**config.mk**
```make
export PLATFORM = sky130hd
export DESIGN_NAME = taje_ctrl
export DESIGN_NICKNAME = d
export VERILOG_FILES = /design/src/hw/rtl/taje_pkg.sv /design/src/hw/rtl/taje_ctrl.sv
export SDC_FILE = /design/constraint.sdc
export NUM_CORES = 1
export LEC_CHECK = 0
export BUFFER_PORTS_ARGS = -buffer_cell sky130_fd_sc_hd__buf_4
export CAP_MARGIN = 15
export CORE_ASPECT_RATIO = 1.75
export CORE_UTILIZATION = 35
export CTS_CLUSTER_DIAMETER = 150
export DETAILED_ROUTE_END_ITERATION = 7
export PLACE_DENSITY_LB_ADDON = 0.1
export SETUP_SLACK_MARGIN = 0.4
export SYNTH_ARGS = -nofsm -noshare
export SYNTH_HDL_FRONTEND = slang
export SYNTH_SLANG_ARGS = --single-unit
export TNS_END_PERCENT = 30
```
**constraint.sdc**
```tcl
create_clock -name i_clk -period 1.6 [get_ports i_clk]
set_input_delay 0.16 -clock i_clk [delete_from_list [all_inputs] [get_ports i_clk]]
set_output_delay 0.16 -clock i_clk [all_outputs]
set_load 0.02 [all_outputs]
```
**src/hw/rtl/taje_pkg.sv**
```systemverilog
// Shared constants, types and helpers for the tree ancestor jump engine.
// No dependencies; every other file but taje_ram refers to it by scoped names.
package taje_pkg;

    localparam int NODE_W     = 10;
    localparam int MAX_NODES  = 1 << NODE_W;
    localparam int ID_W       = NODE_W + 1;         // node id plus room for the none marker
    localparam int DEPTH_W    = 11;
    localparam int SPAN_W     = DEPTH_W + 1;        // depth difference with a borrow bit
    localparam int DIST_W     = 10;
    localparam int OP_W       = 2;
    localparam int STEP_LIMIT = 4 * MAX_NODES;
    localparam int BUDGET_W   = $clog2(STEP_LIMIT + 1);
    localparam int ENTRY_W    = 2 * ID_W + DEPTH_W;

    localparam logic [ID_W-1:0]    NONE_ID   = '1;
    localparam logic [DEPTH_W-1:0] DEPTH_SAT = '1;

    typedef enum logic [OP_W-1:0] {
        OP_ROOT   = 2'd0,
        OP_ATTACH = 2'd1,
        OP_KTH    = 2'd2,
        OP_LCA    = 2'd3
    } t_op;

    typedef struct packed {
        logic [ID_W-1:0]    par;
        logic [DEPTH_W-1:0] dep;
        logic [ID_W-1:0]    jmp;
    } t_entry;

    typedef enum logic [2:0] {
        ADDR_U, ADDR_V, ADDR_JU, ADDR_JV, ADDR_JJ
    } t_addr_sel;

    typedef enum logic [1:0] {
        LD_NONE, LD_U, LD_V, LD_J
    } t_ld_sel;

    typedef enum logic [2:0] {
        UPD_NONE, UPD_SWAP, UPD_CLIMB_J, UPD_CLIMB_P,
        UPD_L1_J, UPD_L1_P, UPD_L2_J, UPD_L2_P
    } t_upd;

    typedef enum logic [1:0] {
        RES_U, RES_PAR_U, RES_NONE
    } t_res_sel;

    typedef enum logic [1:0] {
        WR_ROOT, WR_PAR, WR_SKEW
    } t_wr_sel;

    typedef enum logic [4:0] {
        S_IDLE,
        S_WR_ROOT,
        S_A_RD, S_A_LD_P, S_A_CHK_P, S_A_LD_P2, S_A_CHK_P2, S_A_LD_P3,
        S_A_WR_PAR, S_A_WR_SKEW,
        S_K_TOP, S_K_LD_U, S_K_J, S_K_LD_J, S_K_DEC,
        S_L_RD, S_L_LD_U, S_L_LD_V, S_L_ORD,
        S_L1_TOP, S_L1_LD_J, S_L1_DEC, S_L1_CHK, S_L1_LD_U,
        S_L_EQ,
        S_L2_TOP, S_L2_CHK, S_L2_LD_U, S_L2_LD_V,
        S_EMIT
    } t_state;

    typedef struct packed {
        logic      load_in;
        logic      rd_en;
        t_addr_sel addr_sel;
        t_ld_sel   ld_sel;
        t_upd      upd;
        logic      set_res;
        t_res_sel  res_sel;
        logic      emit;
        logic      wr_en;
        t_wr_sel   wr_sel;
    } t_cmd;

    typedef struct packed {
        logic out_free;
        logic k_zero;
        logic u_ok;
        logic v_ok;
        logic ju_ok;
        logic jv_ok;
        logic jj_ok;
        logic climb_jump;
        logic du_lt_dv;
        logic dv_lt_du;
        logic l1_jump;
        logic u_eq_v;
        logic par_eq;
        logic l2_jump;
        logic budget_zero;
    } t_stat;

    function automatic logic id_ok(input logic [ID_W-1:0] id);
        return id < ID_W'(MAX_NODES);
    endfunction

endpackage

```
**src/hw/rtl/taje_ctrl.sv**
```systemverilog
// Controller: sequences table reads and writes for root, attach and both queries.
// Depends on taje_pkg; talks to taje_dp only through t_cmd / t_stat.
module taje_ctrl (
    input  logic                      i_clk,
    input  logic                      i_rst_n,
    input  logic                      i_in_valid,
    input  logic [taje_pkg::OP_W-1:0] i_in_op,
    input  taje_pkg::t_stat           i_stat,
    output logic                      o_in_ready,
    output taje_pkg::t_cmd            o_cmd
);
    taje_pkg::t_state r_state, n_state;
    taje_pkg::t_op    w_op;

    assign w_op = taje_pkg::t_op'(i_in_op);

    always_ff @(posedge i_clk) begin
        if (!i_rst_n) begin
            r_state <= taje_pkg::S_IDLE;
        end else begin
            r_state <= n_state;
        end
    end

    // next state
    always_comb begin
        n_state = r_state;
        unique case (r_state)
            taje_pkg::S_IDLE: begin
                if (i_in_valid) begin
                    unique case (w_op)
                        taje_pkg::OP_ROOT:   n_state = taje_pkg::S_WR_ROOT;
                        taje_pkg::OP_ATTACH: n_state = taje_pkg::S_A_RD;
                        taje_pkg::OP_KTH:    n_state = taje_pkg::S_K_TOP;
                        taje_pkg::OP_LCA:    n_state = taje_pkg::S_L_RD;
                    endcase
                end
            end
            taje_pkg::S_WR_ROOT:   n_state = taje_pkg::S_IDLE;
            taje_pkg::S_A_RD:      n_state = taje_pkg::S_A_LD_P;
            taje_pkg::S_A_LD_P:    n_state = taje_pkg::S_A_CHK_P;
            taje_pkg::S_A_CHK_P:   n_state = i_stat.jv_ok ? taje_pkg::S_A_LD_P2
                                                          : taje_pkg::S_A_WR_PAR;
            taje_pkg::S_A_LD_P2:   n_state = taje_pkg::S_A_CHK_P2;
            taje_pkg::S_A_CHK_P2:  n_state = i_stat.jj_ok ? taje_pkg::S_A_LD_P3
                                                          : taje_pkg::S_A_WR_PAR;
            taje_pkg::S_A_LD_P3:   n_state = taje_pkg::S_A_WR_SKEW;
            taje_pkg::S_A_WR_PAR,
            taje_pkg::S_A_WR_SKEW: n_state = taje_pkg::S_IDLE;
            taje_pkg::S_K_TOP: begin
                n_state = (i_stat.k_zero || !i_stat.u_ok) ? taje_pkg::S_EMIT
                                                           : taje_pkg::S_K_LD_U;
            end
            taje_pkg::S_K_LD_U:    n_state = taje_pkg::S_K_J;
            taje_pkg::S_K_J: begin
                priority if (i_stat.k_zero) begin
                    n_state = taje_pkg::S_EMIT;
                end else if (i_stat.ju_ok) begin
                    n_state = taje_pkg::S_K_LD_J;
                end else begin
                    n_state = taje_pkg::S_K_TOP;
                end
            end
            taje_pkg::S_K_LD_J:    n_state = taje_pkg::S_K_DEC;
            taje_pkg::S_K_DEC: begin
                n_state = i_stat.climb_jump ? taje_pkg::S_K_J : taje_pkg::S_K_TOP;
            end
            taje_pkg::S_L_RD:      n_state = taje_pkg::S_L_LD_U;
            taje_pkg::S_L_LD_U:    n_state = taje_pkg::S_L_LD_V;
            taje_pkg::S_L_LD_V:    n_state = taje_pkg::S_L_ORD;
            taje_pkg::S_L_ORD:     n_state = taje_pkg::S_L1_TOP;
            taje_pkg::S_L1_TOP: begin
                priority if (!i_stat.dv_lt_du) begin
                    n_state = taje_pkg::S_L_EQ;
                end else if (i_stat.budget_zero) begin
                    n_state = taje_pkg::S_EMIT;
                end else if (i_stat.ju_ok) begin
                    n_state = taje_pkg::S_L1_LD_J;
                end else begin
                    n_state = taje_pkg::S_L1_CHK;
                end
            end
            taje_pkg::S_L1_LD_J:   n_state = taje_pkg::S_L1_DEC;
            taje_pkg::S_L1_DEC: begin
                n_state = i_stat.l1_jump ? taje_pkg::S_L1_TOP : taje_pkg::S_L1_CHK;
            end
            taje_pkg::S_L1_CHK: begin
                n_state = i_stat.u_ok ? taje_pkg::S_L1_LD_U : taje_pkg::S_EMIT;
            end
            taje_pkg::S_L1_LD_U:   n_state = taje_pkg::S_L1_TOP;
            taje_pkg::S_L_EQ: begin
                n_state = i_stat.u_eq_v ? taje_pkg::S_EMIT : taje_pkg::S_L2_TOP;
            end
            taje_pkg::S_L2_TOP: begin
                n_state = (i_stat.par_eq || i_stat.budget_zero) ? taje_pkg::S_EMIT
                                                                 : taje_pkg::S_L2_CHK;
            end
            taje_pkg::S_L2_CHK: begin
                n_state = (i_stat.u_ok && i_stat.v_ok) ? taje_pkg::S_L2_LD_U
                                                       : taje_pkg::S_EMIT;
            end
            taje_pkg::S_L2_LD_U:   n_state = taje_pkg::S_L2_LD_V;
            taje_pkg::S_L2_LD_V:   n_state = taje_pkg::S_L2_TOP;
            taje_pkg::S_EMIT: begin
                if (i_stat.out_free) begin
                    n_state = taje_pkg::S_IDLE;
                end
            end
            default:               n_state = taje_pkg::S_IDLE;
        endcase
    end

    // outputs
    always_comb begin
        o_in_ready       = 1'b0;
        o_cmd.load_in    = 1'b0;
        o_cmd.rd_en      = 1'b0;
        o_cmd.addr_sel   = taje_pkg::ADDR_U;
        o_cmd.ld_sel     = taje_pkg::LD_NONE;
        o_cmd.upd        = taje_pkg::UPD_NONE;
        o_cmd.set_res    = 1'b0;
        o_cmd.res_sel    = taje_pkg::RES_NONE;
        o_cmd.emit       = 1'b0;
        o_cmd.wr_en      = 1'b0;
        o_cmd.wr_sel     = taje_pkg::WR_PAR;

        unique case (r_state)
            taje_pkg::S_IDLE: begin
                o_in_ready    = 1'b1;
                o_cmd.load_in = i_in_valid;
            end
            taje_pkg::S_WR_ROOT: begin
                o_cmd.wr_en  = 1'b1;
                o_cmd.wr_sel = taje_pkg::WR_ROOT;
            end
            taje_pkg::S_A_RD: begin
                o_cmd.rd_en    = 1'b1;
                o_cmd.addr_sel = taje_pkg::ADDR_V;
            end
            taje_pkg::S_A_LD_P:  o_cmd.ld_sel = taje_pkg::LD_V;
            taje_pkg::S_A_CHK_P: begin
                o_cmd.rd_en    = i_stat.jv_ok;
                o_cmd.addr_sel = taje_pkg::ADDR_JV;
            end
            taje_pkg::S_A_LD_P2: o_cmd.ld_sel = taje_pkg::LD_J;
            taje_pkg::S_A_CHK_P2: begin
                o_cmd.rd_en    = i_stat.jj_ok;
                o_cmd.addr_sel = taje_pkg::ADDR_JJ;
            end
            taje_pkg::S_A_LD_P3: o_cmd.ld_sel = taje_pkg::LD_U;
            taje_pkg::S_A_WR_PAR: begin
                o_cmd.wr_en  = 1'b1;
                o_cmd.wr_sel = taje_pkg::WR_PAR;
            end
            taje_pkg::S_A_WR_SKEW: begin
                o_cmd.wr_en  = 1'b1;
                o_cmd.wr_sel = taje_pkg::WR_SKEW;
            end
            taje_pkg::S_K_TOP: begin
                if (i_stat.k_zero || !i_stat.u_ok) begin
                    o_cmd.set_res = 1'b1;
                    o_cmd.res_sel = taje_pkg::RES_U;
                end else begin
                    o_cmd.rd_en    = 1'b1;
                    o_cmd.addr_sel = taje_pkg::ADDR_U;
                end
            end
            taje_pkg::S_K_LD_U: o_cmd.ld_sel = taje_pkg::LD_U;
            taje_pkg::S_K_J: begin
                priority if (i_stat.k_zero) begin
                    o_cmd.set_res = 1'b1;
                    o_cmd.res_sel = taje_pkg::RES_U;
                end else if (i_stat.ju_ok) begin
                    o_cmd.rd_en    = 1'b1;
                    o_cmd.addr_sel = taje_pkg::ADDR_JU;
                end else begin
                    o_cmd.upd = taje_pkg::UPD_CLIMB_P;
                end
            end
            taje_pkg::S_K_LD_J: o_cmd.ld_sel = taje_pkg::LD_J;
            taje_pkg::S_K_DEC: begin
                o_cmd.upd = i_stat.climb_jump ? taje_pkg::UPD_CLIMB_J
                                              : taje_pkg::UPD_CLIMB_P;
            end
            taje_pkg::S_L_RD: begin
                o_cmd.rd_en    = 1'b1;
                o_cmd.addr_sel = taje_pkg::ADDR_U;
            end
            taje_pkg::S_L_LD_U, taje_pkg::S_L2_LD_U: begin
                o_cmd.ld_sel   = taje_pkg::LD_U;
                o_cmd.rd_en    = 1'b1;
                o_cmd.addr_sel = taje_pkg::ADDR_V;
            end
            taje_pkg::S_L_LD_V, taje_pkg::S_L2_LD_V: o_cmd.ld_sel = taje_pkg::LD_V;
            taje_pkg::S_L_ORD: begin
                if (i_stat.du_lt_dv) begin
                    o_cmd.upd = taje_pkg::UPD_SWAP;
                end
            end
            taje_pkg::S_L1_TOP: begin
                priority if (!i_stat.dv_lt_du) begin
                    o_cmd.upd = taje_pkg::UPD_NONE;
                end else if (i_stat.budget_zero) begin
                    o_cmd.set_res = 1'b1;
                    o_cmd.res_sel = taje_pkg::RES_NONE;
                end else if (i_stat.ju_ok) begin
                    o_cmd.rd_en    = 1'b1;
                    o_cmd.addr_sel = taje_pkg::ADDR_JU;
                end else begin
                    o_cmd.upd = taje_pkg::UPD_L1_P;
                end
            end
            taje_pkg::S_L1_LD_J: o_cmd.ld_sel = taje_pkg::LD_J;
            taje_pkg::S_L1_DEC: begin
                o_cmd.upd = i_stat.l1_jump ? taje_pkg::UPD_L1_J : taje_pkg::UPD_L1_P;
            end
            taje_pkg::S_L1_CHK: begin
                if (i_stat.u_ok) begin
                    o_cmd.rd_en    = 1'b1;
                    o_cmd.addr_sel = taje_pkg::ADDR_U;
                end else begin
                    o_cmd.set_res = 1'b1;
                    o_cmd.res_sel = taje_pkg::RES_NONE;
                end
            end
            taje_pkg::S_L1_LD_U: o_cmd.ld_sel = taje_pkg::LD_U;
            taje_pkg::S_L_EQ: begin
                if (i_stat.u_eq_v) begin
                    o_cmd.set_res = 1'b1;
                    o_cmd.res_sel = taje_pkg::RES_U;
                end
            end
            taje_pkg::S_L2_TOP: begin
                priority if (i_stat.par_eq) begin
                    o_cmd.set_res = 1'b1;
                    o_cmd.res_sel = taje_pkg::RES_PAR_U;
                end else if (i_stat.budget_zero) begin
                    o_cmd.set_res = 1'b1;
                    o_cmd.res_sel = taje_pkg::RES_NONE;
                end else begin
                    o_cmd.upd = i_stat.l2_jump ? taje_pkg::UPD_L2_J : taje_pkg::UPD_L2_P;
                end
            end
            taje_pkg::S_L2_CHK: begin
                if (i_stat.u_ok && i_stat.v_ok) begin
                    o_cmd.rd_en    = 1'b1;
                    o_cmd.addr_sel = taje_pkg::ADDR_U;
                end else begin
                    o_cmd.set_res = 1'b1;
                    o_cmd.res_sel = taje_pkg::RES_NONE;
                end
            end
            taje_pkg::S_EMIT: o_cmd.emit = i_stat.out_free;
            default: ;
        endcase
    end
endmodule
```
# == After elaboration in Yosys (flattened, before gate mapping) ==
# Index checks and enable logic that the tools add are counted.
# totals
reg_bits,5
inputBits,20
out_inout_bits,18
# op_classes
n_eq_ne,34
mux,52
reduce_logical,12
# op_table
op,n
$pmux W5 S26,1
$eq A5 B5 Y1 const B,14
$mux W3,19
$mux W4,12
$eq A5 B4 Y1 const B,8
$pmux W4 S9,1
$pmux W3 S7,1
$eq A5 B3 Y1 const B,4
$mux W5,4
$pmux W5 S4,1
$pmux W3 S6,1
$eq A5 B2 Y1 const B,2
$pmux W3 S3,1
$reduce_or A3 Y1,3
$mux W1,7
$mux W2,3
$pmux W2 S3,1
$eq A5 B1 Y1 const B,1
$logic_not A5 Y1,1
$reduce_or A5 Y1,1
$eq A2 B2 Y1 const B,2
$ne A2 B2 Y1 const B,2
$eq A2 B1 Y1 const B,1
$logic_not A2 Y1,1
other kinds (5),6

# == Longest topological paths before layout ==
# depth
word_depth,4
mapped_depth,8
depth_no_buf,6

# == Worst setup path after synthesis ==
# OpenSTA, ideal clock, no wires.
# synth_timing
path_type,register to output
from,register r_state[0]
to,output o_cmd[12] in the netlist's numbering
t_arrival_ns,1.670
path_slack_ns,-0.230
stages_incl_launch_ff,8
path_buffers,3
cell_sequence,dfxtp_1 -> buf_2 -> buf_6 -> buf_2 -> nand2_1 -> nor2_1 -> a21oi_1 -> o21ai_0
# synth_rtl
item,line,text
"start, declared",taje_ctrl.sv:12,"taje_pkg::t_state r_state, n_state;"
"start signal, assigned",taje_ctrl.sv:19,r_state <= taje_pkg::S_IDLE;
"start signal, assigned",taje_ctrl.sv:21,r_state <= n_state;
"end, declared",taje_ctrl.sv:10,output taje_pkg::t_cmd o_cmd

==> run_results.csv <==
group,metric,value,unit
layout,utilization,75.8,%
layout,top_register,"r_state",
floorplanning,ios,38,
sta,slew_violations,0,
synthesis,synth_nets,214,
layout,syn_to_final_growth,103,%
global_route,antenna_found_initial,0,
setup_path,path_delay_family,"simple AND/OR/NAND/NOR gates",
synthesis,netlist_area,0.00128,mm^2
power_and_ir_drop,pwr_density_cell,1450,mW/mm^2
synthesis,postSynthAreaPerCell,6.71,um^2
sta,setup_viol,19,
setup_path,rrSetupSlack,-0.21,ns
floorplanning,core_area,0.00343,mm^2
setup_path,reg2reg_depth,6,
synthesis,syn_inst,191,
global_route,grt_pass1_wl,10.9,mm
status,status,"finished with violations",
synthesis,synthArstFlopShare,0,%
setup_path,path_class,"reg2out",
setup_path,worstPathRequired,1.44,ns
setup_path,path_max_fanout,6,
sta,timing.setup.tns,-3.87,ns
global_route,gr-total-overflow,0,
placed_design,portBuffers,37,
setup_path,crit_path_top_delay_cell,"dfxtp_4",
detailed_routing,vias,2157,
placed_design,hpwl,4.56,mm
detailed_routing,drt.antenna.violating_nets,0,
layout,fillers,266,
setup_path,crit_chain,"buf_12 > buf_12 > nand4b_1 > buf_4 > or3_4 > nand3_2 > buf_6",
setup_path,worstPathArrival,1.76,ns
global_route,grt_pass1_vias,2174,
floorplanning,die-area,0.00392,mm^2
setup_path,cp-startpoint,"r_state[4]$_SDFFE_PN0P_",
layout,largest_reg_flops,5,
setup_path,r2r_start,"r_state[4]$_SDFFE_PN0P_",
clock_tree,cts_made_buffers,3,
detailed_routing,first_iter_violations,111,
power_and_ir_drop,p_total,3780,uW
status,violations,"setup timing",
worst_hold_path,hp-class,"in2reg",
setup_path,slowest_delay,0.39,ns
layout,drive_gt1_share,58.9,%
synthesis,synth-seq-area-share,7.81,%
synthesis,yosys_warnings,0,
power_and_ir_drop,p_leak,0.00113,uW
setup_path,cpMostUsedCell,"buf_12",
detailed_routing,via_per_inst,6.31,
layout,final_common_cell,"buf_4",
floorplanning,start_util,37.3,%
setup_path,reg2reg_to,"r_state[0]$_SDFFE_PN0P_",
clock_tree,htreeDepth,1,
layout,final_nets,321,
global_route,grt_max_degree,16,
floorplanning,die-height,82.0,um
worst_hold_path,hold_end,"r_state[4]$_SDFFE_PN0P_",
synthesis,synth_edf_count,0,
sta,layout_worst_path_cycle_share,120,%
clock_tree,root_buffer,"clkbuf_8",
sta,finalClockSkew,0.00543,ns
flow_run,cap_violations,0,
placed_design,dpl_cell_area,0.00200,mm^2
layout,final_area,0.00260,mm^2
setup_path,start_kind,"flop",
clock_tree,clockBufferDepth,2,
worst_hold_path,holdPathStages,3,
placed_design,gp_congestion,0.967,
layout,reg.largest.list,"r_state x5",
worst_hold_path,hp-start,"i_rst_n",
clock_tree,cts_tree,"yes",
detailed_routing,drt_first_pass_iters,5,
floorplanning,die_w,47.7,um
floorplanning,rows,28,
setup_path,path_buf_inv,4,
detailed_routing,drc,0,
sta,hold_viol,0,
sta,grt_setup_unrepaired,"true",
synthesis,ys_types,55,
global_route,grt_use_total,39.2,%
synthesis,synth-main-ff-cell,"dfxtp_1",
sta,slew_headroom,69.3,%
detailed_routing,drt_wl_total,7.10,mm
sta,worst_slew_pin_slew,0.457,ns
clock_tree,clkLatencyLatePin,0.23,ns
layout,layout_common_cells,"buf_4, buf_6, nor2_1",
setup_path,endpoint_kind,"output port",
clock_tree,clk_pin_slew_worst_paths,0.03,ns
synthesis,ys_ff_latch,5,
power_and_ir_drop,max-vdd-ir-drop,0.00131,V
sta,clock.fmax,520,MHz
layout,antenna_cells,0,
sta,period_minus_slack,1.92,ns
detailed_routing,wl_per_cell,20.8,um
clock_tree,clkSinkCount,5,
sta,setup_slack,-0.321,ns
[cell families after synthesis]
family	synth area share, %
adder cells (fa/ha/maj)	2.93
AO/OA/AOI/OAI	31.9
flip-flops	7.81
buffers and inverters	10.4
XOR/XNOR	1.37
AND/OR/NAND/NOR	45.6
[synth_stat cells, types with 3 or more instances]
cell,number,area [um^2]
dfxtp_1,5,100
nand2_1,11,41.3
buf_6,3,33.8
or3_1,4,25.0
nor2_1,21,78.8
o22ai_1,6,37.5
a31oi_1,3,18.8
nand3b_1,3,22.5
a41oi_1,3,26.3
nor3_1,7,35.0
inv_1,8,30.0
nand2b_1,11,68.8
or4_1,4,30.0
and3_1,4,25.0
nor2b_1,4,25.0
a21oi_1,6,30.0
o21ai_0,15,75.1
ha_1,3,37.5
nor4_1,5,31.3
a211oi_1,3,22.5
buf_2,10,50.1
nand3_1,7,35.0
[worst max path at each step]
stage	to	slack, ns	cells after the start
floorplan	o_cmd[5]	-0.05	4
global placement	r_state[0]$_SDFFE_PN0P_	-0.15	5
detailed placement	r_state[0]$_SDFFE_PN0P_	-0.17	4
CTS	o_cmd[15]	-0.26	7
global route	o_cmd[6]	-0.38	7
finish	o_cmd[6]	-0.32	7
[stage by stage]
step / setup slack (ns) / cells / hold WS [ns]
after floorplan: -0.0524 / 191 / 0.304
after global placement: -0.146 / 313 / 0.470
after detailed placement: -0.172 / 313 / 0.484
after CTS: -0.262 / 340 / 0.268
after global routing: -0.380 / 342 / 0.289
final: -0.321 / 342 / 0.280
[worst reg2reg max path: cells and delay by family, from the launching register on]
kind	cells	cell delay [ns]
buf+inv	2	0.23
simple gates	2	0.64
compound gates	2	0.48
flops	1	0.39
[per-layer routing]
| metal | vias up | part of all wire [%] | global-route usage [%] |
|---|---|---|---|
| met2 | 128 | 50 | 64.2 |
| met5 | - | 0 | 0 |
| met1 | 1032 | 35 | 40.9 |
| met3 | 46 | 7.4 | 8.35 |
| met4 | 0 | 7.2 | 29.4 |
| li1 | 951 | - | - |
[final cells by class]
class | instances | area [um^2] | share of cell area [%]
tap | 45 | 56.3 | 2.16
inverter | 8 | 30.0 | 1.15
clock buffer | 4 | 45.0 | 1.73
multi-input combinational | 162 | 1330 | 51.0
timing repair buffer | 118 | 1020 | 39.4
sequential | 5 | 119 | 4.57
[repair_timing]
| item | 4_1_cts | 5_1_grt |
|---|---|---|
| pin swaps | 13 | 8 |
| buffers inserted | 23 | 2 |
| resized for setup | 66 | 20 |
| hold buffers | 0 | 0 |
| setup endpoints to repair | 23 | 23 |
| hold endpoints to repair | 0 | 0 |
[power breakdown]
| part | switching [uW] | leakage [uW] | internal, uW |
|---|---|---|---|
| registers | 121 | 0.0000445 | 192 |
| clock network | 73.6 | 0.0000228 | 172 |
| logic | 1570 | 0.00106 | 1660 |
No activity file was read; power rests on OpenSTA's default activity.
